`src/sv/ptc_pkg.sv`:
```
`default_nettype none

package ptc_pkg;

  localparam int RAW_W     = 12;
  localparam int MV_W      = 15;
  localparam int PROD_W    = 22;
  localparam int RECIP_W   = 23;
  localparam int FULL_W    = PROD_W + RECIP_W;
  localparam int MV_SHIFT  = 29;
  localparam int LOW_W     = 16;
  localparam int ADDR_W    = 5;
  localparam int DATA_W    = 32;
  localparam int MAX_CH    = 8;

  // raw * 527 / 100, the division done as an exact reciprocal multiply
  localparam logic [PROD_W-1:0]  MV_MUL   = PROD_W'(527);
  localparam logic [RECIP_W-1:0] MV_RECIP = RECIP_W'(5368710);

  localparam logic [1:0] OPTIC_EDGES = 2'd3;
  localparam logic [2:0] THERM_EDGES = 3'd4;

  localparam logic [2:0] REG_THERM_THR = 3'd0;
  localparam logic [2:0] REG_OPTIC_THR = 3'd1;
  localparam logic [2:0] REG_HYST      = 3'd2;
  localparam logic [2:0] REG_OPTIC_LVL = 3'd3;
  localparam logic [2:0] REG_FIRST_CH  = 3'd4;

  typedef enum logic [1:0] {
    TYPE_NONE  = 2'd0,
    TYPE_THERM = 2'd1,
    TYPE_OPTIC = 2'd2
  } ptc_type_t;

  typedef struct packed {
    logic [MV_W-1:0] therm_thr;
    logic [MV_W-1:0] optic_thr;
    logic [MV_W-1:0] hyst;
    logic [MV_W-1:0] optic_level;
    logic [2:0]      first_channel;
  } ptc_cfg_t;

  typedef struct packed {
    logic active;
    logic dry;
    logic therm_try;
    logic seen_once;
  } ptc_lane_ctl_t;

  typedef struct packed {
    logic      level;
    logic      trans;
    logic      optic_now;
    logic      off_req;
    ptc_type_t ty;
  } ptc_lane_res_t;

  typedef struct packed {
    logic [RAW_W-1:0] sample_ch0;
    logic [RAW_W-1:0] sample_ch1;
    logic [RAW_W-1:0] sample_ch2;
    logic [RAW_W-1:0] sample_ch3;
    logic [RAW_W-1:0] sample_ch4;
    logic [RAW_W-1:0] sample_ch5;
    logic [RAW_W-1:0] sample_ch6;
    logic [RAW_W-1:0] sample_ch7;
    logic [7:0]       dry_mask;
    logic             thermistor_try;
    logic             dry_seen_once;
  } ptc_in_t;

  typedef struct packed {
    logic [7:0]  level_mask;
    logic [7:0]  transition_mask;
    logic [7:0]  optic_found_mask;
    logic [7:0]  current_off_mask;
    logic [15:0] type_codes;
    logic [3:0]  ring_slot;
  } ptc_out_t;

endpackage

`default_nettype wire

```
`src/sv/ptc_regs.sv`:
```
`default_nettype none

module ptc_regs (
  input  wire logic                      clk,
  input  wire logic                      rst_n,
  input  wire logic                      psel,
  input  wire logic                      penable,
  input  wire logic                      pwrite,
  input  wire logic [ptc_pkg::ADDR_W-1:0] paddr,
  input  wire logic [ptc_pkg::DATA_W-1:0] pwdata,
  output logic      [ptc_pkg::DATA_W-1:0] prdata,
  output logic                           pready,
  output ptc_pkg::ptc_cfg_t              cfg
);
  import ptc_pkg::*;

  ptc_cfg_t   cfg_r, cfg_nxt;
  logic [2:0] idx;
  logic       wr;

  assign idx    = paddr[ADDR_W-1:2];
  assign wr     = psel && penable && pwrite;
  assign pready = 1'b1;
  assign cfg    = cfg_r;

  always_comb begin
    cfg_nxt = cfg_r;
    if (wr) begin
      unique case (idx)
        REG_THERM_THR: cfg_nxt.therm_thr     = pwdata[MV_W-1:0];
        REG_OPTIC_THR: cfg_nxt.optic_thr     = pwdata[MV_W-1:0];
        REG_HYST:      cfg_nxt.hyst          = pwdata[MV_W-1:0];
        REG_OPTIC_LVL: cfg_nxt.optic_level   = pwdata[MV_W-1:0];
        REG_FIRST_CH:  cfg_nxt.first_channel = pwdata[2:0];
        default: ;
      endcase
    end
  end

  always_comb begin
    unique case (idx)
      REG_THERM_THR: prdata = DATA_W'(cfg_r.therm_thr);
      REG_OPTIC_THR: prdata = DATA_W'(cfg_r.optic_thr);
      REG_HYST:      prdata = DATA_W'(cfg_r.hyst);
      REG_OPTIC_LVL: prdata = DATA_W'(cfg_r.optic_level);
      REG_FIRST_CH:  prdata = DATA_W'(cfg_r.first_channel);
      default:       prdata = '0;
    endcase
  end

  always_ff @(posedge clk) begin
    if (!rst_n) begin
      cfg_r <= '0;
    end else begin
      cfg_r <= cfg_nxt;
    end
  end

endmodule

`default_nettype wire

```
`config.mk`:
```
export PLATFORM = sky130hd
export DESIGN_NAME = ptc_regs
export DESIGN_NICKNAME = d
export VERILOG_FILES = /design/src/sv/ptc_pkg.sv /design/src/sv/ptc_regs.sv
export SDC_FILE = /design/constraint.sdc
export NUM_CORES = 1
export LEC_CHECK = 0
export BUFFER_PORTS_ARGS = -buffer_cell sky130_fd_sc_hd__buf_4
export CORE_MARGIN = 2
export CORE_UTILIZATION = 40
export CTS_BUF_LIST = sky130_fd_sc_hd__clkbuf_8
export CTS_CLUSTER_DIAMETER = 100
export DETAILED_ROUTE_END_ITERATION = 8
export GPL_ROUTABILITY_DRIVEN = 0
export PLACE_DENSITY = 0.7
export REMOVE_ABC_BUFFERS = 1
export SLEW_MARGIN = 5
export SYNTH_ARGS = -nofsm -noshare
export SYNTH_HDL_FRONTEND = slang
export SYNTH_SLANG_ARGS = --single-unit
```
`constraint.sdc`:
```
create_clock -name clk -period 1.7 [get_ports clk]
set_clock_uncertainty 0.15 [all_clocks]
set_input_delay 0.34 -clock clk [delete_from_list [all_inputs] [get_ports clk]]
set_output_delay 0.34 -clock clk [all_outputs]
set_load 0.05 [all_outputs]
```
==> results.tsv <==
metric	value	unit
Detailed Routing Iterations Pass 1	4	
Port Buf Inserts	100	
failing checks	negative setup slack	
Startpoint Class	flop	
Initial DRC Count	96	
P per Cell Area	715	nW/um2
routed wire length	8340	um
Final nets	473	
Mean Syn Cell Area	10.4	um2
fin crit share	113	%
Die X	91.4	um
Mapped Cells	293	
total number of vias	2612	
num ports	138	
Crit-path slowest cell	mux4_2	
P&R area growth vs syn	50.9	%
fmax	520	MHz
Die ar.	8350	um2
synth cell count leaders	nand2_1, dfxtp_1, mux2i_1, buf_4	
gr ovfl total	0	
Seq cells post-synth	63	
Primary FF master, synth	dfxtp_1	
Routed Antenna Nets	0	
Total GRT Usage	19.1	%
routed len/inst	15.6	um
crit-path max cell delay	0.47	ns
RSZ-0062 raised after global routing	yes	
Post-DP HPWL	5550	um
max FFs per register	63	
Post-synth EDFFs	0	
Num CTS Buffers	9	
Setup WS post-layout	-0.224	ns
Seq/Total Area, Yosys	41.3	%
peak supply drop	0.364	mV
Syn. warnings	0	
Crit Path Max Fanout	3	
Synth area leader	dfxtp_1	
Area contributors post-synth	dfxtp_1, mux2i_1, nand2_1	
Placed Area	3910	um2
min Tclk post-route	1.92	ns
Worst EP required	1.21	ns
CTS tree	built	
initial antenna violation count	0	
height of the die	91.4	um
CTS max path bufs	2	
total chip power	3290	uW
cts-stage hold buffer count	0	
largest net degree at the start of global routing	29	
Max Cap Viol	0	
most common cell in the synthesized netlist	nand2_1	
post-synthesis async set-or-reset flop share	0	%
synthesized area	3050	um2
Post-Route Utilization	62.8	%
Critical Path, Cell by Cell	mux4_2, nor2b_4, buf_6	
Clock Tree Root	clkbuf_8	
ANT cells	0	
WP data arrival	1.43	ns
HP Class	primary input to flop	
Via-to-Cell Ratio	4.88	
latest clock arrival within the worst-skew pair	0.32	ns
nature of the critical path endpoint	primary output	
fin area	4610	um2
core area	7330	um2
clock sink total	63	
Yosys top cell area share	41.3	%
Final setup violation count	15	
DRC Markers	0	
CTS H-tree lvls	3	
ratio of cells with drive above 1 in the final layout	56.2	%
Slew Viols, Final	0	
global-route wire length before repair	12700	um
Final Hold Viols	0	
row cnt	31	
kind of critical path	flop to primary output	
vias in the first global route	2575	
clk slew on worst S/H paths	0.08	ns
run status	finished with violations	
count of different cell masters after synthesis	24	
leakage	0.00206	uW
Initial Utilization	41.6	%
[report_power, final]
group	internal (uW)	switching [uW]
clock	815	581
combinational	130	272
sequential	1490	7.64
total	2430	860
[area by class of cell]
cell class / instances / area [um2]
fillers: 626 / 2720
multi-input cells: 206 / 1690
flip-flops and latches: 63 / 1310
repair buffers: 151 / 1270
clock buffers: 9 / 124
well taps: 99 / 124
clock inverters: 7 / 88.8
[placed cells by master (no fill, tap or decap), drive strengths merged]
cell type,count
conb,18
nor3,1
a22oi,6
clkinv,2
clkbuf,9
nor2b,12
nor3b,2
buf,151
and3,1
and2b,2
bufinv,2
inv,1
and4b,1
nand2,79
dfxtp,63
clkinvlp,2
mux2,3
mux4,12
nand4,1
mux2i,63
o22ai,3
nor2,1
nand4b,1
[cells by family after synthesis]
family	after synthesis	share of synthesized area (%)
flops	63	41.3
mux	78	30.6
other cells	2	0.246
compound gates	9	2.09
buf+inv	40	10.3
simple gates	101	15.5
[layer usage]
layer / GRT usage (%) / vias to the layer above / wire length (um)
li1: - / 1240 / -
met1: 23.2 / 1269 / 3580
met2: 32.6 / 92 / 4260
met3: 4.48 / 11 / 407
met4: 7.32 / 0 / 84
met5: 0 / - / 0
[critical path, delay by kind of cell, from the launching register on]
| family | cells | cell delay, ns |
|---|---|---|
| buffers and inverters | 1 | 0.15 |
| DFF | 1 | 0.33 |
| muxes | 1 | 0.47 |
| and+or+nand+nor | 1 | 0.15 |
[worst paths after layout]
check / slack, ns / start / to / depth (start not counted)
worst max register to register: 0.76 / cfg[9] / cfg[9] / 4
worst min register to register: 0.32 / cfg[53] / cfg[53] / 2
worst min-delay path: 0.19 / pwdata[7] / cfg[55] / 3
worst max-delay path: -0.22 / cfg[12] / prdata[9] / 3
[repair_timing]
item | CTS | global route
buffers inserted | 21 | 9
setup endpoints to repair | 15 | 15
endpoints found under the hold margin | 0 | 0
pin swaps | 5 | 5
resized for setup | 62 | 32
[stage by stage]
| step | cells | setup TNS [ns] | setup WS (ns) | hold slack (ns) |
|---|---|---|---|---|
| CTS | 526 | -2.98 | -0.236 | 0.171 |
| global route | 535 | -3.44 | -0.276 | 0.195 |
| detailed placement | 489 | -6.59 | -0.294 | 0.315 |
| floorplan | 269 | -12.86 | -0.525 | 0.338 |
| finish | 535 | -2.75 | -0.224 | 0.187 |
| global placement | 489 | -5.90 | -0.299 | 0.306 |
No activity file was read; power rests on OpenSTA's default activity.
