===== config.mk =====
export PLATFORM = sky130hd
export DESIGN_NAME = ptc_merge
export DESIGN_NICKNAME = d
export VERILOG_FILES = /design/src/sv/ptc_pkg.sv /design/src/sv/ptc_merge.sv
export SDC_FILE = /design/constraint.sdc
export NUM_CORES = 1
export LEC_CHECK = 0
export ABC_AREA = 1
export BUFFER_PORTS_ARGS = -buffer_cell sky130_fd_sc_hd__buf_2
export CORE_UTILIZATION = 48
export CTS_CLUSTER_SIZE = 30
export DETAILED_ROUTE_END_ITERATION = 8
export GPL_TIMING_DRIVEN = 0
export PLACE_DENSITY = 0.89
export SLEW_MARGIN = 20
export SYNTH_ARGS = -nofsm -noshare
export SYNTH_HDL_FRONTEND = slang
export SYNTH_SLANG_ARGS = --single-unit
export TNS_END_PERCENT = 20

===== constraint.sdc =====
create_clock -name clk -period 3.4 [get_ports clk]
set_clock_uncertainty 0.05 [all_clocks]
set_input_delay 0.17 -clock clk [delete_from_list [all_inputs] [get_ports clk]]
set_output_delay 0.17 -clock clk [all_outputs]
set_load 0.005 [all_outputs]

===== src/sv/ptc_pkg.sv =====
`default_nettype none

package ptc_pkg;

  localparam int RAW_W     = 12;
  localparam int MV_W      = 15;
  localparam int PROD_W    = 22;
  localparam int RECIP_W   = 23;
  localparam int FULL_W    = PROD_W + RECIP_W;
  localparam int MV_SHIFT  = 29;
  localparam int LOW_W     = 16;
  localparam int ADDR_W    = 5;
  localparam int DATA_W    = 32;
  localparam int MAX_CH    = 8;

  // raw * 527 / 100, the division done as an exact reciprocal multiply
  localparam logic [PROD_W-1:0]  MV_MUL   = PROD_W'(527);
  localparam logic [RECIP_W-1:0] MV_RECIP = RECIP_W'(5368710);

  localparam logic [1:0] OPTIC_EDGES = 2'd3;
  localparam logic [2:0] THERM_EDGES = 3'd4;

  localparam logic [2:0] REG_THERM_THR = 3'd0;
  localparam logic [2:0] REG_OPTIC_THR = 3'd1;
  localparam logic [2:0] REG_HYST      = 3'd2;
  localparam logic [2:0] REG_OPTIC_LVL = 3'd3;
  localparam logic [2:0] REG_FIRST_CH  = 3'd4;

  typedef enum logic [1:0] {
    TYPE_NONE  = 2'd0,
    TYPE_THERM = 2'd1,
    TYPE_OPTIC = 2'd2
  } ptc_type_t;

  typedef struct packed {
    logic [MV_W-1:0] therm_thr;
    logic [MV_W-1:0] optic_thr;
    logic [MV_W-1:0] hyst;
    logic [MV_W-1:0] optic_level;
    logic [2:0]      first_channel;
  } ptc_cfg_t;

  typedef struct packed {
    logic active;
    logic dry;
    logic therm_try;
    logic seen_once;
  } ptc_lane_ctl_t;

  typedef struct packed {
    logic      level;
    logic      trans;
    logic      optic_now;
    logic      off_req;
    ptc_type_t ty;
  } ptc_lane_res_t;

  typedef struct packed {
    logic [RAW_W-1:0] sample_ch0;
    logic [RAW_W-1:0] sample_ch1;
    logic [RAW_W-1:0] sample_ch2;
    logic [RAW_W-1:0] sample_ch3;
    logic [RAW_W-1:0] sample_ch4;
    logic [RAW_W-1:0] sample_ch5;
    logic [RAW_W-1:0] sample_ch6;
    logic [RAW_W-1:0] sample_ch7;
    logic [7:0]       dry_mask;
    logic             thermistor_try;
    logic             dry_seen_once;
  } ptc_in_t;

  typedef struct packed {
    logic [7:0]  level_mask;
    logic [7:0]  transition_mask;
    logic [7:0]  optic_found_mask;
    logic [7:0]  current_off_mask;
    logic [15:0] type_codes;
    logic [3:0]  ring_slot;
  } ptc_out_t;

endpackage

`default_nettype wire


===== src/sv/ptc_merge.sv =====
`default_nettype none

module ptc_merge #(
  parameter int CHANNELS   = 8,
  parameter int RING_DEPTH = 16
) (
  input  wire logic                   clk,
  input  wire logic                   rst_n,
  input  wire logic                   in_valid,
  input  wire ptc_pkg::ptc_lane_res_t res [CHANNELS],
  output logic                        take,
  output logic                        out_valid,
  input  wire logic                   out_ready,
  output ptc_pkg::ptc_out_t           out_payload
);
  import ptc_pkg::*;

  localparam int PTR_W = $clog2(RING_DEPTH);
  localparam int EXT_W = (PTR_W > 4) ? PTR_W : 4;

  logic             out_valid_r, out_valid_nxt;
  ptc_out_t         out_r, out_nxt;
  logic [7:0]       accum_r, accum_nxt;
  logic [PTR_W-1:0] ptr_r, ptr_nxt;
  logic [EXT_W-1:0] ptr_ext;
  logic [7:0]       ring_mem [RING_DEPTH];
  logic             load;

  assign take          = !out_valid_r || out_ready;
  assign load          = take && in_valid;
  assign out_valid_nxt = take ? in_valid : out_valid_r;
  assign ptr_ext       = EXT_W'(ptr_r);
  assign ptr_nxt       = (ptr_r == PTR_W'(RING_DEPTH - 1)) ? '0 : ptr_r + PTR_W'(1);

  always_comb begin
    out_nxt = '0;
    for (int i = 0; i < CHANNELS; i++) begin
      out_nxt.level_mask[i]        = res[i].level;
      out_nxt.transition_mask[i]   = res[i].trans;
      out_nxt.current_off_mask[i]  = res[i].off_req;
      out_nxt.optic_found_mask[i]  = res[i].optic_now;
      out_nxt.type_codes[2*i +: 2] = res[i].ty;
    end
    accum_nxt                = accum_r | out_nxt.optic_found_mask;
    out_nxt.optic_found_mask = accum_nxt;
    out_nxt.ring_slot        = ptr_ext[3:0];
  end

  always_ff @(posedge clk) begin
    if (load) begin
      out_r              <= out_nxt;
      ring_mem[ptr_r]    <= out_nxt.transition_mask;
    end
  end

  always_ff @(posedge clk) begin
    if (!rst_n) begin
      out_valid_r <= 1'b0;
      accum_r     <= '0;
      ptr_r       <= '0;
    end else begin
      out_valid_r <= out_valid_nxt;
      if (load) begin
        accum_r <= accum_nxt;
        ptr_r   <= ptr_nxt;
      end
    end
  end

  assign out_valid   = out_valid_r;
  assign out_payload = out_r;

endmodule

`default_nettype wire

==> reports/qor.yml <==
port_buffers: 105
gp_congestion: 0.6976
startpoint: "out_valid"
avgSynthCellArea_um2: 17.84
maxSlewHeadroom_pct: 65.88
drive_gt1_share_pct: 46.40
ys_warn_count: 0
io_pins: 106
grt_busiest_layer: "met2"
yosysTopAreaCell: "edfxtp_1"
hold_ws_ps: 34.95
grt_pass1_vias: 1420
fin_util_pct: 80.37
tns_ps: 0
synth.distinct_cells: 15
fp.dieH_um: 67.94
syn2layout_area_growth_pct: 57.37
reg2reg_slack_ps: 1940
fillers: 234
hold_viol_final: 0
design_area_um2: 3284
num_vias: 1526
worstReg2RegStart: "out_valid"
die_x_um: 67.94
synthAdderAreaFrac_pct: 0.5995
power.density_nw_per_um2: 537.4
ir_worst_vdd_v: 0.0005013
wirelength_um: 4684
grt-ovfl-total: 0
period_minus_slack_ps: 1462
synth_seq_area_share_pct: 87.29
met3_usage_pct: 7.500
worst-slew-pin-transition_ps: 511.8
synth_top_cell_area_share_pct: 74.82
synth_top_family_by_area: "simple AND/OR/NAND/NOR gates"
start_util_pct: 51.07
cap_violations: 0
post-cts-setup-buffers: 0
setup_viol: 0
hp-class: "input port to flip-flop"
avgRoutedWirePerCell_um: 14.28
clock_path_buffers: 2
grt_pass1_wl_um: 6582
drt-vias-per-instance: 4.652
rsz0062_at_grt: "false"
drc: 0
synthMuxAreaShare_pct: 0
synth_seq_cells: 65
synth_area_leaders: "edfxtp_1 75%, dfxtp_1 12%, a21oi_1 2.6%, or2_2 2.4%, nor2_1 2.0%"
numCtsBuffers: 9
start_kind: "flip-flop"
synthXorXnorAreaFrac_pct: 0.4197
clk_pin_slew_ps: 70
maxSlewViolCount: 0
timing.rr.end: "out_payload[23]"
syn_area_um2: 2087
grt_use_met1_pct: 22.51
worst_slack_ps: 1938
met2_usage_pct: 35.42
crit_path_end_kind: "flip-flop"
coreArea_um2: 4086
drt-pass1-iter-count: 4
synth-compound-area-share_pct: 3.897
die-area_um2: 4616
cts_tree: "done"
endpoint: "out_payload[23]"
final_nets: 326
hpwlAfterDp_um: 2796
clkSinkCount: 65
grt_use_total_pct: 20.77
diodes: 0
fmax_mhz: 684.0
ant_nets: 0
cp_max_fo: 61
required_ps: 3310
syn_inst: 117
critPathKind: "flip-flop to flip-flop"
worst_r2r_path_depth: 2
synth_nets: 170
pre_cts_ws_ps: 1943
p_leak_nw: 1.425
status: "finished, final reports clean"
num_rows: 23
cts_root_buf: "clkbuf_8"
cts_max_level: 3
cts_resized: 0
clock_latency_ps: 320
antenna_found_initial: 0
yosys.area_share.simple_pct: 6.355
place_area_um2: 2675
grt_max_degree: 62
crit_arrival_ps: 1370
drtIter0Drc: 103
post-route-period-util_pct: 43.00
-- metal layers --
| metal | part of all wire (%) | routed length, um | vias to the layer above |
|---|---|---|---|
| li1 | - | - | 736 |
| met1 | 38 | 1764 | 698 |
| met2 | 50 | 2357 | 77 |
| met3 | 9.6 | 448 | 15 |
| met4 | 2.4 | 114 | 0 |
| met5 | 0 | 0 | - |
-- cells in the final DEF, fill, tap and decap left out --
cell type      instances
clkinv_1               3
a21oi_2                1
dfxtp_1               13
clkbuf_8               9
xor2_1                 1
buf_2                105
nand3_1                3
o21bai_1               1
nor2_1                11
ha_1                   1
o21ai_0                2
clkinvlp_4             1
dlygate4sd3_1         40
or2_2                  8
bufinv_16              2
clkinv_2               2
edfxtp_1              52
buf_6                  1
nand2_1                7
a21oi_1               11
inv_1                  4
-- cells in the mapped netlist, drive strengths merged --
cell,n
xor2,1
buf,1
edfxtp,52
o21bai,1
or2,8
nand3,3
inv,4
nand2,7
o21ai,2
dfxtp,13
nor2,11
a21oi,12
ha,1
clkinv,1
-- flip-flops by register name (all words and copies together), names as in the netlist --
register	flops
out_valid	1
accum_r	8
out_payload	52
ptr_ext	4
-- how the worst min path moves through the flow --
stage                  from              end  slack (ps)  cells past startpoint
floorplan           res[24]  out_payload[10]         220                      0
global placement    res[43]   out_payload[5]         300                      1
detailed placement  res[28]  out_payload[39]         300                      1
CTS                 res[39]       accum_r[1]          30                      3
global route        res[15]       accum_r[5]          30                      3
finish              res[39]       accum_r[1]          30                      3
-- final cells by class --
type                       count  area [um^2]  area share (%)
sequential                    65         1822           55.47
timing repair buffer         145        925.9           28.19
clock buffer                   9        123.9           3.771
tap                           50        62.56           1.905
clock inverter                 7        85.08           2.590
multi-input combinational     46        235.2           7.162
inverter                       5        18.77          0.5714
buffer                         1        11.26          0.3429
-- report_power, final --
part	switching (mW)	total [mW]	internal, mW
clock	0.276	0.681	0.405
combinational	0.0664	0.154	0.0874
sequential	0.0159	0.930	0.914
total	0.358	1.77	1.41
-- logic make-up (layout without fill, tap and decap cells) --
| family | Yosys count | count (layout) |
|---|---|---|
| adder cells (fa/ha/maj) | 1 | 1 |
| XOR/XNOR | 1 | 1 |
| flip-flops | 65 | 65 |
| buffers and inverters | 6 | 167 |
| AND/OR/NAND/NOR | 29 | 29 |
| AO/OA/AOI/OAI | 15 | 15 |
-- critical path: stages, from the launching register on --
cell	delay (ps)
dfxtp_1	340
a21oi_2	230
buf_6	470
-- per-stage QoR --
step / total power, mW / cells
2_1_floorplan: 0.9865 / 117
3_3_place_gp: 1.055 / 272
3_5_place_dp: 1.063 / 272
4_1_cts: 1.771 / 328
5_1_grt: 1.835 / 328
6_report: 1.765 / 328
-- repair_timing --
action,in CTS,in global routing
endpoints found under the setup margin,0,0
hold buffers,40,0
hold endpoints to repair,40,0
Power figures use the tool's default switching activity.
