==> config.mk <==
export PLATFORM = sky130hd
export DESIGN_NAME = ptc_lane
export DESIGN_NICKNAME = d
export VERILOG_FILES = /design/src/sv/ptc_pkg.sv /design/src/sv/ptc_lane.sv
export SDC_FILE = /design/constraint.sdc
export NUM_CORES = 1
export LEC_CHECK = 0
export ABC_CLOCK_PERIOD_IN_PS = 8270
export BUFFER_PORTS_ARGS = -buffer_cell sky130_fd_sc_hd__buf_2
export CORE_ASPECT_RATIO = 0.5
export CORE_MARGIN = 8
export CORE_UTILIZATION = 55
export DETAILED_ROUTE_END_ITERATION = 6
export GPL_TIMING_DRIVEN = 0
export HOLD_SLACK_MARGIN = 0.06
export PLACE_DENSITY_LB_ADDON = 0.3
export REMOVE_ABC_BUFFERS = 1
export SYNTH_ARGS = -nofsm -noshare
export SYNTH_HDL_FRONTEND = slang
export SYNTH_SLANG_ARGS = --single-unit
==> constraint.sdc <==
create_clock -name clk -period 8.27 [get_ports clk]
set_input_delay 0.4135 -clock clk [delete_from_list [all_inputs] [get_ports clk]]
set_output_delay 0.4135 -clock clk [all_outputs]
set_load 0.005 [all_outputs]
==> src/sv/ptc_pkg.sv <==
`default_nettype none

package ptc_pkg;

  localparam int RAW_W     = 12;
  localparam int MV_W      = 15;
  localparam int PROD_W    = 22;
  localparam int RECIP_W   = 23;
  localparam int FULL_W    = PROD_W + RECIP_W;
  localparam int MV_SHIFT  = 29;
  localparam int LOW_W     = 16;
  localparam int ADDR_W    = 5;
  localparam int DATA_W    = 32;
  localparam int MAX_CH    = 8;

  // raw * 527 / 100, the division done as an exact reciprocal multiply
  localparam logic [PROD_W-1:0]  MV_MUL   = PROD_W'(527);
  localparam logic [RECIP_W-1:0] MV_RECIP = RECIP_W'(5368710);

  localparam logic [1:0] OPTIC_EDGES = 2'd3;
  localparam logic [2:0] THERM_EDGES = 3'd4;

  localparam logic [2:0] REG_THERM_THR = 3'd0;
  localparam logic [2:0] REG_OPTIC_THR = 3'd1;
  localparam logic [2:0] REG_HYST      = 3'd2;
  localparam logic [2:0] REG_OPTIC_LVL = 3'd3;
  localparam logic [2:0] REG_FIRST_CH  = 3'd4;

  typedef enum logic [1:0] {
    TYPE_NONE  = 2'd0,
    TYPE_THERM = 2'd1,
    TYPE_OPTIC = 2'd2
  } ptc_type_t;

  typedef struct packed {
    logic [MV_W-1:0] therm_thr;
    logic [MV_W-1:0] optic_thr;
    logic [MV_W-1:0] hyst;
    logic [MV_W-1:0] optic_level;
    logic [2:0]      first_channel;
  } ptc_cfg_t;

  typedef struct packed {
    logic active;
    logic dry;
    logic therm_try;
    logic seen_once;
  } ptc_lane_ctl_t;

  typedef struct packed {
    logic      level;
    logic      trans;
    logic      optic_now;
    logic      off_req;
    ptc_type_t ty;
  } ptc_lane_res_t;

  typedef struct packed {
    logic [RAW_W-1:0] sample_ch0;
    logic [RAW_W-1:0] sample_ch1;
    logic [RAW_W-1:0] sample_ch2;
    logic [RAW_W-1:0] sample_ch3;
    logic [RAW_W-1:0] sample_ch4;
    logic [RAW_W-1:0] sample_ch5;
    logic [RAW_W-1:0] sample_ch6;
    logic [RAW_W-1:0] sample_ch7;
    logic [7:0]       dry_mask;
    logic             thermistor_try;
    logic             dry_seen_once;
  } ptc_in_t;

  typedef struct packed {
    logic [7:0]  level_mask;
    logic [7:0]  transition_mask;
    logic [7:0]  optic_found_mask;
    logic [7:0]  current_off_mask;
    logic [15:0] type_codes;
    logic [3:0]  ring_slot;
  } ptc_out_t;

endpackage

`default_nettype wire

==> src/sv/ptc_lane.sv <==
`default_nettype none

module ptc_lane (
  input  wire logic                       clk,
  input  wire logic                       rst_n,
  input  wire logic                       load1,
  input  wire logic                       load2,
  input  wire logic                       upd,
  input  wire logic [ptc_pkg::RAW_W-1:0]  raw,
  input  wire ptc_pkg::ptc_cfg_t          cfg,
  input  wire ptc_pkg::ptc_lane_ctl_t     ctl,
  output ptc_pkg::ptc_lane_res_t          res
);
  import ptc_pkg::*;

  logic [PROD_W-1:0] prod_r;
  logic [FULL_W-1:0] full;
  logic [MV_W-1:0]   mv_r;

  logic [MV_W-1:0]   prev_r, prev_nxt;
  logic [1:0]        ocnt_r, ocnt_nxt;
  logic [2:0]        tcnt_r, tcnt_nxt;
  ptc_type_t         type_r, type_nxt;
  logic              level_r, level_nxt;

  logic [MV_W-1:0]   thr;
  logic [LOW_W-1:0]  low;
  logic              therm_ok, above, rise, fall;
  logic              trans, optic_now, off_req;

  // millivolt scaling, one multiply per stage
  assign full = FULL_W'(prod_r) * FULL_W'(MV_RECIP);

  always_ff @(posedge clk) begin
    if (load1) begin
      prod_r <= PROD_W'(raw) * MV_MUL;
    end
    if (load2) begin
      mv_r <= full[MV_SHIFT +: MV_W];
    end
  end

  assign therm_ok = (type_r == TYPE_NONE) || (type_r == TYPE_THERM);
  assign thr      = (ctl.therm_try && therm_ok) ? cfg.therm_thr : cfg.optic_thr;
  assign low      = LOW_W'(thr) - LOW_W'(cfg.hyst);
  assign above    = mv_r > thr;
  assign rise     = above && (LOW_W'(prev_r) <= low);
  assign fall     = (LOW_W'(mv_r) < low) && (prev_r >= thr);

  always_comb begin
    prev_nxt  = prev_r;
    ocnt_nxt  = ocnt_r;
    tcnt_nxt  = tcnt_r;
    type_nxt  = type_r;
    level_nxt = level_r;
    trans     = 1'b0;
    optic_now = 1'b0;
    off_req   = 1'b0;
    if (ctl.active) begin
      level_nxt = above;
      prev_nxt  = mv_r;
      if (rise) begin
        trans = 1'b1;
        if (ctl.dry) begin
          if (mv_r > cfg.optic_level) begin
            if (ocnt_r == OPTIC_EDGES) begin
              optic_now = 1'b1;
              type_nxt  = TYPE_OPTIC;
              tcnt_nxt  = '0;
              off_req   = !ctl.seen_once;
            end else begin
              ocnt_nxt = ocnt_r + 2'd1;
            end
          end else if (therm_ok) begin
            if (tcnt_r >= THERM_EDGES) begin
              type_nxt = TYPE_THERM;
              tcnt_nxt = THERM_EDGES;
            end else begin
              tcnt_nxt = tcnt_r + 3'd1;
            end
          end
        end
      end else if (fall) begin
        trans = 1'b1;
      end
    end
  end

  assign res.level     = level_nxt;
  assign res.trans     = trans;
  assign res.optic_now = optic_now;
  assign res.off_req   = off_req;
  assign res.ty        = type_nxt;

  always_ff @(posedge clk) begin
    if (!rst_n) begin
      prev_r  <= '0;
      ocnt_r  <= '0;
      tcnt_r  <= '0;
      type_r  <= TYPE_NONE;
      level_r <= 1'b0;
    end else if (upd) begin
      prev_r  <= prev_nxt;
      ocnt_r  <= ocnt_nxt;
      tcnt_r  <= tcnt_nxt;
      type_r  <= type_nxt;
      level_r <= level_nxt;
    end
  end

endmodule

`default_nettype wire

==> results.txt, run 1 <==
----------------------------------------------------
[CTS]
  TritonCTS clock tree ... done
  Cell at the root of the clock tree ... sky130_fd_sc_hd__clkbuf_16
  Number of setup buffers added after CTS ... 0
  Hold buffers post-CTS ... 0
  Clk sink count ... 60
  Clock latency of the later-clocked register in the worst-skew pair ... 0.36 ns
  Total of cells resized after clock tree synthesis ... 0
  Register clock-pin slew on the reported worst setup and hold paths ... 0.07 ns
  H-tree depth ... 3
  Total CTS buffers ... 9
  Clock buffer depth ... 2

[Yosys]
  Sequential element share of the synthesized area ... 0.104
  Largest cells by area after synthesis ... sky130_fd_sc_hd__ha_1, sky130_fd_sc_hd__fa_1, sky130_fd_sc_hd__inv_1
  Area share of the leading cell type in the synthesized netlist ... 0.309
  Warnings from Yosys ... 0
  Unique masters post-synth ... 66
  Leading register cell type out of synthesis ... sky130_fd_sc_hd__edfxtp_1
  Most frequent cells after synthesis ... sky130_fd_sc_hd__inv_1, sky130_fd_sc_hd__ha_1, sky130_fd_sc_hd__fa_1, sky130_fd_sc_hd__a21oi_1, sky130_fd_sc_hd__nand2_1
  Number of synthesized flops with an enable pin ... 37
  Cell area after synthesis ... 15200 µm²
  #FFs+latches synth ... 60
  Post-synthesis cell count ... 1595
  Share of flip-flops with an asynchronous set or reset ... 0
  Biggest area consumer among synthesized cells ... sky130_fd_sc_hd__ha_1
  Library cell with the highest instance count after synthesis ... sky130_fd_sc_hd__inv_1
  Post-Synthesis Mean Instance Area ... 9.51 µm²

[Timing]
  Clk_skew ... 0.0136 ns
  Setup violation total in the final timing report ... 0
  Maximum frequency from static timing analysis ... 0.151 GHz
  Worst Max-Slew Pin Slew ... 0.980 ns
  Slew Viols, Final ... 0
  Relative slew slack ... 0.346
  RSZ-0062 raised after global routing ... false
  Final number of hold-violating endpoints ... 0
  Share of the clock period used by the worst path ... 0.798
  Accumulated negative setup slack ... 0 ns
  Minimum period implied by the final worst setup slack ... 6.60 ns

[Final layout]
  Share of cells above drive strength 1 ... 0.0688
  Synth-to-Final Area Change ... 7.29%
  Ant. Diodes ... 0
  Number of nets in the layout ... 2342

[GRT]
  Wire length of the first global-routing pass ... 55300 µm
  Leftover overflow at the end of global routing ... 0
  Global routing usage summed across all routing layers ... 0.207
  Initial antenna violation count ... 0
  Vias in the first global route ... 11200
  Pin count of the biggest net entering global routing ... 23

[Critical path]
  Crit path launch type ... flip-flop
  Worst-path cell with the longest stage delay ... sky130_fd_sc_hd__edfxtp_1
  Count of cells along the worst register-to-register path ... 19
  Endpoint type of the worst setup path ... flip-flop
  Arrival time worst endpoint ... 6.72 ns
  CP Max Fanout ... 8
  Delay contributed by the slowest stage of the critical path ... 0.61 ns
  Setup Crit Path Kind ... flip-flop to flip-flop
  Cell Chain, Critical Path ... ha_1, inv_1, fa_1, fa_1, fa_1, inv_1, fa_1, fa_1, inv_1, fa_1, inv_1, ha_1, a2111o_1, o211ai_1, nand3_1, nor3_1, o211ai_1, a31oi_1, xnor2_1
  Worst EP required ... 8.38 ns
  Worst path most repeated cell ... sky130_fd_sc_hd__fa_1

[Run]
  Max Cap Violations ... 0

[Drt]
  Count of nets left with antenna violations after detail routing ... 0
  1st-iter DRT viols ... 508
  Routed wirelength normalized by instance count ... 16.2 µm
  Remaining DRCs ... 0
  Total Routed Length ... 33100 µm
  Detailed-routing iteration count for the pre-antenna-repair pass ... 5
  Vias per Instance ... 5.24
  Via count ... 10700

[Min path]
  Hold-critical path depth ... 1
  Hold Path Class ... input pin to flip-flop

[Place]
  RD Place Congestion ... 0.903
  PortBufs ... 86
  Half-perimeter wire length after placement ... 29100 µm

[Die]
  Die outline height ... 133 µm
  Die X ... 251 µm
  Number of placement rows ... 43
  Core Footprint ... 27400 µm²
  Full die area ... 33500 µm²
  Top-Level Pins ... 90
  Starting density of the core ... 0.554

[Outcome]
  Status ... completed

----------------------------------------------------
## state kept, by name, summed over array words and instances, names as in the netlist
| register | flops |
|---|---|
| level_r | 1 |
| mv_r | 15 |
| type_r | 2 |
| prod_r | 22 |
| prev_r | 15 |
| ocnt_r | 2 |
| tcnt_r | 3 |
## per-stage QoR
stage | instances | hold WS [ns] | util | cell area [µm²] | setup slack (ns)
detailed placement | 2029 | 0.462 | 0.584 | 16000 | 1.66
floorplan | 1583 | 0.436 | - | 15100 | 2.30
CTS | 2045 | 0.336 | 0.594 | 16300 | 1.63
finish | 2045 | 0.337 | 0.594 | 16300 | 1.67
global route | 2045 | 0.351 | 0.594 | 16300 | 1.42
global placement | 2029 | 0.446 | 0.584 | 16000 | 1.65
## cells by family (layout without fill, tap and decap cells)
logic type / Yosys count / in the layout / share of synthesized area
xor+xnor: 42 / 42 / 0.0243
compound gates: 220 / 220 / 0.0952
mux: 20 / 20 / 0.0134
simple gates: 217 / 217 / 0.0715
fa+ha+maj: 578 / 578 / 0.577
flops: 60 / 60 / 0.104
buf+inv: 458 / 548 / 0.115
## worst max-delay path: cells and delay by family, from the launching register on
| kind | cells | cell delay (ns) |
|---|---|---|
| adders and majority gates | 8 | 3.81 |
| AOI/OAI and AO/OA | 4 | 1.02 |
| DFF | 1 | 0.61 |
| and+or+nand+nor | 2 | 0.55 |
| buffers and inverters | 4 | 0.23 |
| xor gates and xnor gates | 1 | 0.10 |
## worst paths after layout
kind,slack [ns],endpoint,from
worst min-delay path,0.34,prod_r[0],raw[0]
worst max register to register,1.67,mv_r[12],prod_r[8]
worst min register to register,0.47,ocnt_r[1],ocnt_r[1]
worst max-delay path,1.67,mv_r[12],prod_r[8]
## final cells by class
class / count / area (µm²)
Clock buffer: 11 / 254
Clock inverter: 5 / 35.0
Fill cell: 2386 / 11100
Inverter: 446 / 1670
Multi-Input combinational cell: 1077 / 11900
Sequential cell: 60 / 1570
Tap cell: 360 / 450
Timing Repair Buffer: 86 / 430
## routing by layer
layer	vias up	GRT usage	share of wire	routed length (µm)
li1	5375	-	-	-
met1	5106	0.268	0.47	15700
met2	191	0.348	0.46	15100
met3	47	0.0447	0.048	1600
met4	0	0.0550	0.020	671
met5	-	0	0	0
## layout by cell type (no fill, tap or decap), types with 6 or more instances in the layout
cell type / Yosys / final
sky130_fd_sc_hd__dfxtp_1: 23 / 23
sky130_fd_sc_hd__ha_1: 375 / 375
sky130_fd_sc_hd__a211oi_1: 14 / 14
sky130_fd_sc_hd__o21a_1: 19 / 19
sky130_fd_sc_hd__a21oi_1: 74 / 74
sky130_fd_sc_hd__and2_1: 6 / 6
sky130_fd_sc_hd__nor3_1: 17 / 17
sky130_fd_sc_hd__a21o_1: 23 / 23
sky130_fd_sc_hd__fa_1: 203 / 203
sky130_fd_sc_hd__a31oi_1: 7 / 7
sky130_fd_sc_hd__nor2_1: 39 / 39
sky130_fd_sc_hd__nand2b_1: 9 / 9
sky130_fd_sc_hd__xor2_1: 13 / 13
sky130_fd_sc_hd__xnor2_1: 29 / 29
sky130_fd_sc_hd__nor2b_1: 14 / 14
sky130_fd_sc_hd__clkbuf_16: 0 / 10
sky130_fd_sc_hd__nand2_1: 70 / 70
sky130_fd_sc_hd__inv_1: 445 / 445
sky130_fd_sc_hd__nand3_1: 19 / 19
sky130_fd_sc_hd__mux2i_1: 18 / 18
sky130_fd_sc_hd__and4_1: 6 / 6
sky130_fd_sc_hd__edfxtp_1: 37 / 37
sky130_fd_sc_hd__o21ai_0: 33 / 33
sky130_fd_sc_hd__nand4_1: 15 / 15
sky130_fd_sc_hd__o21ai_1: 7 / 7
sky130_fd_sc_hd__buf_2: 1 / 86
Power of run 1 is not shown: default switching activity piles up to over one toggle a cycle in this logic, so the estimate is an artifact.
==> inputs of run 2 (changes only) <==
ABC_AREA = 1   (was unset)
ABC_CLOCK_PERIOD_IN_PS = 6500   (was 8270)
clock period = 6.5 ns   (was 8.27 ns; I/O delays follow)
==> run 2 against run 1 <==
- routed wire length increased by 11%
- fmax rose by 4.9%
- cell count rose by 19%
- first-iteration DRC count is 28% higher
- synthesized cell count up 20%
- synthesized area up 6.2%
- clock-buffer cell count rose by 1
- die area is 5.6% higher
- register-to-register slack worse by 1.5 ns
- global-route usage up 0.63 points
- clock skew up 0.0053 ns
==> results.txt, run 2 <==
----------------------------------------------------
[Outcome]
  Status ... completed

[Final layout]
  Synth-to-Final Area Change ... 8.20%
  Fill count ... 2590
  Number of nets in the layout ... 2692
  Flip-flop count of the largest register after layout ... 22
  Ant. Diodes ... 0
  Register with the most flip-flops ... prod_r
  Most frequent cells in the layout ... sky130_fd_sc_hd__inv_1, sky130_fd_sc_hd__ha_1, sky130_fd_sc_hd__nand2_1
  Combined area of the multi-input logic cells ... 12500 µm²
  Biggest regs ... prod_r x22, mv_r x15, prev_r x15
  Sequential Area ... 1570 µm²
  Most common cell after layout, fill and taps aside ... sky130_fd_sc_hd__inv_1
  Share of cells above drive strength 1 ... 0.0796

[Die]
  Top-Level Pins ... 90
  Die X ... 258 µm
  Number of placement rows ... 44
  Full die area ... 35300 µm²
  Starting density of the core ... 0.557
  Core Footprint ... 28900 µm²
  Die outline height ... 137 µm

[Timing]
  Worst Max-Slew Pin Slew ... 0.810 ns
  Relative slew slack ... 0.459
  Setup violation total in the final timing report ... 0
  Maximum frequency from static timing analysis ... 0.159 GHz
  Clk_skew ... 0.0189 ns
  Slew Viols, Final ... 0
  Minimum period implied by the final worst setup slack ... 6.29 ns
  Accumulated negative setup slack ... 0 ns
  Share of the clock period used by the worst path ... 0.968
  Final number of hold-violating endpoints ... 0

[Place]
  PortBufs ... 86
  RD Place Congestion ... 0.910
  Half-perimeter wire length after placement ... 32100 µm

[Min path]
  Hold-critical path depth ... 2
  Hold Path Class ... input pin to flip-flop
  Terminating pin of the worst hold path ... type_r[0]
  Worst min-delay path startpoint ... upd

[Yosys]
  Cell area after synthesis ... 16100 µm²
  Library cell with the highest instance count after synthesis ... sky130_fd_sc_hd__inv_1
  Most frequent cells after synthesis ... sky130_fd_sc_hd__inv_1, sky130_fd_sc_hd__ha_1, sky130_fd_sc_hd__nand2_1, sky130_fd_sc_hd__fa_1, sky130_fd_sc_hd__nor2_1
  Sequential element share of the synthesized area ... 0.0976
  Leading register cell type out of synthesis ... sky130_fd_sc_hd__edfxtp_1
  Area share of the leading cell type in the synthesized netlist ... 0.291
  #FFs+latches synth ... 60
  Warnings from Yosys ... 0
  Largest cells by area after synthesis ... sky130_fd_sc_hd__ha_1, sky130_fd_sc_hd__fa_1, sky130_fd_sc_hd__inv_1
  Post-synthesis cell count ... 1919
  Number of synthesized flops with an enable pin ... 37
  Biggest area consumer among synthesized cells ... sky130_fd_sc_hd__ha_1
  Unique masters post-synth ... 50
  Share of flip-flops with an asynchronous set or reset ... 0
  Post-Synthesis Mean Instance Area ... 8.39 µm²

[CTS]
  Total CTS buffers ... 9
  H-tree depth ... 3
  Number of setup buffers added after CTS ... 0
  Total of cells resized after clock tree synthesis ... 0
  Register clock-pin slew on the reported worst setup and hold paths ... 0.07 ns
  Hold buffers post-CTS ... 0
  Clk sink count ... 60
  Clock latency of the later-clocked register in the worst-skew pair ... 0.37 ns
  Clock buffer depth ... 2
  TritonCTS clock tree ... done
  Cell at the root of the clock tree ... sky130_fd_sc_hd__clkbuf_16

[GRT]
  Initial antenna violation count ... 1
  Wire length of the first global-routing pass ... 60400 µm
  Vias in the first global route ... 12500
  Pin count of the biggest net entering global routing ... 31
  Leftover overflow at the end of global routing ... 0
  Global routing usage summed across all routing layers ... 0.213

[Drt]
  Detailed-routing iteration count for the pre-antenna-repair pass ... 5
  Vias per Instance ... 5.10
  Total Routed Length ... 36700 µm
  Remaining DRCs ... 0
  Via count ... 12400
  Routed wirelength normalized by instance count ... 15.1 µm
  1st-iter DRT viols ... 651
  Count of nets left with antenna violations after detail routing ... 0

[Critical path]
  Register-to-register setup slack ... 0.21 ns
  Worst path most repeated cell ... sky130_fd_sc_hd__fa_1
  Count of cells along the worst register-to-register path ... 21
  Delay contributed by the slowest stage of the critical path ... 0.58 ns
  Gate family responsible for the most delay along the worst path ... adder cells
  Setup Crit Path Kind ... flip-flop to flip-flop
  Worst-path cell with the longest stage delay ... sky130_fd_sc_hd__fa_1
  Source of the worst register-to-register timing path ... prod_r[10]
  Cell Chain, Critical Path ... buf_4, ha_1, inv_1, fa_1, fa_1, inv_1, ha_1, fa_1, fa_1, inv_1, fa_1, inv_1, ha_1, a21o_1, a21oi_1, o21ai_0, o21ai_0, nand3_1, nand2_1, nand2_1, xor2_1
  Crit path launch type ... flip-flop
  Critical register-to-register path endpoint ... mv_r[11]
  Arrival time worst endpoint ... 6.40 ns
  CP Max Fanout ... 5
  Worst path bufs/invs ... 5
  Worst EP required ... 6.60 ns
  Endpoint type of the worst setup path ... flip-flop

[Run]
  Max Cap Violations ... 0

----------------------------------------------------
-- run 2: cell count changes after synthesis, sizes merged, moves of 14 or more --
cell    change
nand3      +15
nor2b      -14
xor2       +27
nand2     +165
xnor2      -18
o21a       -16
a211oi     -14
inv        +92
mux2i      -18
nor2       +83
a21oi      +40
o21ai      +43
-- run 2: worst max path at each step --
| stage | startpoint | endpoint | depth (start not counted) |
|---|---|---|---|
| CTS | prod_r[8] | mv_r[11] | 21 |
| global route | prod_r[6] | mv_r[11] | 23 |
| floorplan | prod_r[8] | mv_r[11] | 21 |
| global placement | prod_r[8] | mv_r[11] | 21 |
| finish | prod_r[10] | mv_r[11] | 21 |
| detailed placement | prod_r[8] | mv_r[11] | 21 |
-- run 2: final cells by class --
| type | instances | area share |
|---|---|---|
| timing repair buffer | 111 | 0.0355 |
| clock buffer | 12 | 0.0141 |
| clock inverter | 4 | 0.00129 |
| inverter | 538 | 0.116 |
| multi-input combinational | 1310 | 0.715 |
| sequential | 60 | 0.0902 |
| tap | 391 | 0.0281 |
-- run 2: metrics by stage --
step | setup slack, ns | cell area, µm² | util | hold slack (ns) | std cells
after floorplan | 0.901 | 16000 | - | 0.409 | 1908
after global placement | 0.231 | 17000 | 0.587 | 0.459 | 2385
after detailed placement | 0.203 | 17000 | 0.587 | 0.473 | 2385
after CTS | 0.161 | 17200 | 0.596 | 0.198 | 2401
after global routing | -0.000940 | 17400 | 0.603 | 0.209 | 2426
final | 0.208 | 17400 | 0.603 | 0.207 | 2426
-- run 2: logic make-up after synthesis --
family	synth area share
fa+ha+maj	0.544
flops	0.0976
compound gates	0.0866
buf+inv	0.129
xor+xnor	0.0277
simple gates	0.116
-- run 2: worst reg2reg max path, cell delays in order (launching register included) --
cell                       delay (ns)
sky130_fd_sc_hd__edfxtp_1        0.51
sky130_fd_sc_hd__buf_4           0.23
sky130_fd_sc_hd__ha_1            0.29
sky130_fd_sc_hd__inv_1           0.15
sky130_fd_sc_hd__fa_1            0.51
sky130_fd_sc_hd__fa_1            0.57
sky130_fd_sc_hd__inv_1           0.07
sky130_fd_sc_hd__ha_1            0.31
sky130_fd_sc_hd__fa_1            0.53
sky130_fd_sc_hd__fa_1            0.56
sky130_fd_sc_hd__inv_1           0.06
sky130_fd_sc_hd__fa_1            0.58
sky130_fd_sc_hd__inv_1           0.06
sky130_fd_sc_hd__ha_1            0.32
sky130_fd_sc_hd__a21o_1          0.20
sky130_fd_sc_hd__a21oi_1         0.18
sky130_fd_sc_hd__o21ai_0         0.16
sky130_fd_sc_hd__o21ai_0         0.22
sky130_fd_sc_hd__nand3_1         0.18
sky130_fd_sc_hd__nand2_1         0.10
sky130_fd_sc_hd__nand2_1         0.06
sky130_fd_sc_hd__xor2_1          0.17
-- run 2: metal layers --
| metal | share of wire | GRT usage | up-vias |
|---|---|---|---|
| met5 | 0.00027 | 0 | - |
| met4 | 0.015 | 0.0451 | 2 |
| met1 | 0.46 | 0.275 | 5797 |
| li1 | - | - | 6242 |
| met2 | 0.46 | 0.369 | 282 |
| met3 | 0.063 | 0.0453 | 41 |
Power of run 2 is left out for the same reason.
==> inputs of run 3 (changes only) <==
ABC_AREA = unset   (was 1)
==> run 3 against run 2 <==
- sequential share of layout area grew 0.50 points
- first-iteration DRC count shrank 20%
- utilization is essentially flat
- clock skew shrank 0.0035 ns
- clock-buffer cell count shrank 1
- global-route usage shrank 0.42 points
- cell count shrank 15%
- cell area shrank 5.3%
- non-clock buffer count grew 4
- via count shrank 12%
- routed wire length shrank 7.6%
- critical path type unchanged
==> results.txt, run 3 (same netlist as run 1, synthesis figures left out) <==
----------------------------------------------------
[GRT]
  Initial antenna violation count ... 0
  Pin count of the biggest net entering global routing ... 23
  Vias in the first global route ... 11300
  Wire length of the first global-routing pass ... 55800 µm
  Leftover overflow at the end of global routing ... 0
  Global routing usage summed across all routing layers ... 0.209

[Die]
  Core Footprint ... 27400 µm²
  Top-Level Pins ... 90
  Die X ... 251 µm
  Full die area ... 33500 µm²
  Number of placement rows ... 43
  Starting density of the core ... 0.554
  Die outline height ... 133 µm

[Critical path]
  Worst-path cell with the longest stage delay ... sky130_fd_sc_hd__fa_1
  Worst EP required ... 6.61 ns
  Endpoint type of the worst setup path ... flip-flop
  Cell Chain, Critical Path ... buf_4, fa_1, ha_1, inv_1, fa_1, inv_1, fa_1, fa_1, fa_1, inv_1, fa_1, inv_1, ha_1, a2111o_1, o211ai_1, nand3_2, nor3_2, o211ai_1, a31oi_1, xnor2_1
  Source of the worst register-to-register timing path ... prod_r[6]
  Critical path origin ... prod_r[6]
  Arrival time worst endpoint ... 6.39 ns
  Register-to-register setup slack ... 0.22 ns
  Setup Crit Path Kind ... flip-flop to flip-flop
  Worst path bufs/invs ... 5
  Critical register-to-register path endpoint ... mv_r[12]
  Count of cells along the worst register-to-register path ... 20
  Crit path launch type ... flip-flop
  CP Max Fanout ... 6
  Delay contributed by the slowest stage of the critical path ... 0.57 ns
  Gate family responsible for the most delay along the worst path ... adder cells
  Worst path most repeated cell ... sky130_fd_sc_hd__fa_1

[CTS]
  Total CTS buffers ... 9
  Clk sink count ... 60
  H-tree depth ... 3
  Cell at the root of the clock tree ... sky130_fd_sc_hd__clkbuf_16
  Register clock-pin slew on the reported worst setup and hold paths ... 0.07 ns
  Hold buffers post-CTS ... 0
  TritonCTS clock tree ... done
  Clock buffer depth ... 2
  Clock latency of the later-clocked register in the worst-skew pair ... 0.37 ns

[Min path]
  Hold Path Class ... input pin to flip-flop
  Worst min-delay path startpoint ... raw[0]
  Terminating pin of the worst hold path ... prod_r[0]
  Hold-critical path depth ... 1

[Timing]
  Relative slew slack ... 0.347
  Worst Max-Slew Pin Slew ... 0.980 ns
  Maximum frequency from static timing analysis ... 0.159 GHz
  Clk_skew ... 0.0154 ns
  Setup violation total in the final timing report ... 0
  Minimum period implied by the final worst setup slack ... 6.28 ns
  Final number of hold-violating endpoints ... 0
  Slew Viols, Final ... 0
  Share of the clock period used by the worst path ... 0.966

[Drt]
  Remaining DRCs ... 0
  Count of nets left with antenna violations after detail routing ... 0
  Routed wirelength normalized by instance count ... 16.3 µm
  1st-iter DRT viols ... 522
  Via count ... 10900
  Detailed-routing iteration count for the pre-antenna-repair pass ... 5
  Vias per Instance ... 5.25
  Total Routed Length ... 33900 µm

[Final layout]
  Most frequent cells in the layout ... sky130_fd_sc_hd__inv_1, sky130_fd_sc_hd__ha_1, sky130_fd_sc_hd__fa_1
  Flip-flop count of the largest register after layout ... 22
  Synth-to-Final Area Change ... 8.82%
  Fill count ... 2342
  Number of nets in the layout ... 2371
  Total non-filler cell area in the finished layout ... 16500 µm²
  Most common cell after layout, fill and taps aside ... sky130_fd_sc_hd__inv_1
  Biggest regs ... prod_r x22, mv_r x15, prev_r x15
  Ant. Diodes ... 0
  Share of cells above drive strength 1 ... 0.0863
  Register with the most flip-flops ... prod_r

[Place]
  RD Place Congestion ... 0.903
  Half-perimeter wire length after placement ... 29100 µm
  Cell area after placement ... 16000 µm²
  PortBufs ... 86

[Outcome]
  Status ... completed

[Run]
  Max Cap Violations ... 0

----------------------------------------------------
==> run 3: worst max-delay path by stage <==
stage | depth (start not counted) | slack [ns] | endpoint
CTS | 21 | 0.03 | mv_r[12]
detailed placement | 19 | -0.11 | mv_r[12]
finish | 20 | 0.22 | mv_r[12]
floorplan | 19 | 0.53 | mv_r[12]
global placement | 19 | -0.12 | mv_r[12]
global route | 20 | -0.02 | mv_r[14]
==> run 3: worst register-to-register path, delay by kind of cell, from the launching register on <==
kind / cells / cell delay [ns]
AND/OR/NAND/NOR: 2 / 0.44
buffers and inverters: 5 / 0.44
AO/OA/AOI/OAI: 4 / 0.96
flip-flops: 1 / 0.49
XOR/XNOR: 1 / 0.11
adder cells (fa/ha/maj): 8 / 3.61
==> run 3: layer usage <==
layer,GRT usage,share of wire,vias up
met5,0,0,-
met1,0.270,0.46,5173
met4,0.0570,0.022,0
met3,0.0470,0.055,51
li1,-,-,5435
met2,0.351,0.46,222
==> run 3: what timing repair did <==
action,in CTS,in global routing
setup buffers,16,13
cloned,0,0
gates resized for setup,0,3
setup endpoints to repair,4,10
==> run 3: area by class of cell <==
| type | instances | area (µm²) | area share |
|---|---|---|---|
| multi-input combinational | 1077 | 11900 | 0.719 |
| tap | 360 | 450 | 0.0273 |
| clock inverter | 5 | 35.0 | 0.00212 |
| sequential | 60 | 1570 | 0.0952 |
| inverter | 446 | 1670 | 0.101 |
| timing repair buffer | 115 | 648 | 0.0393 |
| clock buffer | 11 | 254 | 0.0154 |
==> run 3: stage by stage <==
stage	hold WS [ns]	cells	utilization	setup TNS (ns)	setup slack [ns]
after CTS	0.248	2061	0.598	0	0.0344
after global routing	0.263	2074	0.603	-0.0172	-0.0165
final	0.249	2074	0.603	0	0.224
after floorplan	0.424	1583	-	0	0.527
after global placement	0.446	2029	0.584	-0.159	-0.117
after detailed placement	0.462	2029	0.584	-0.140	-0.108
Power of run 3 is left out for the same reason.
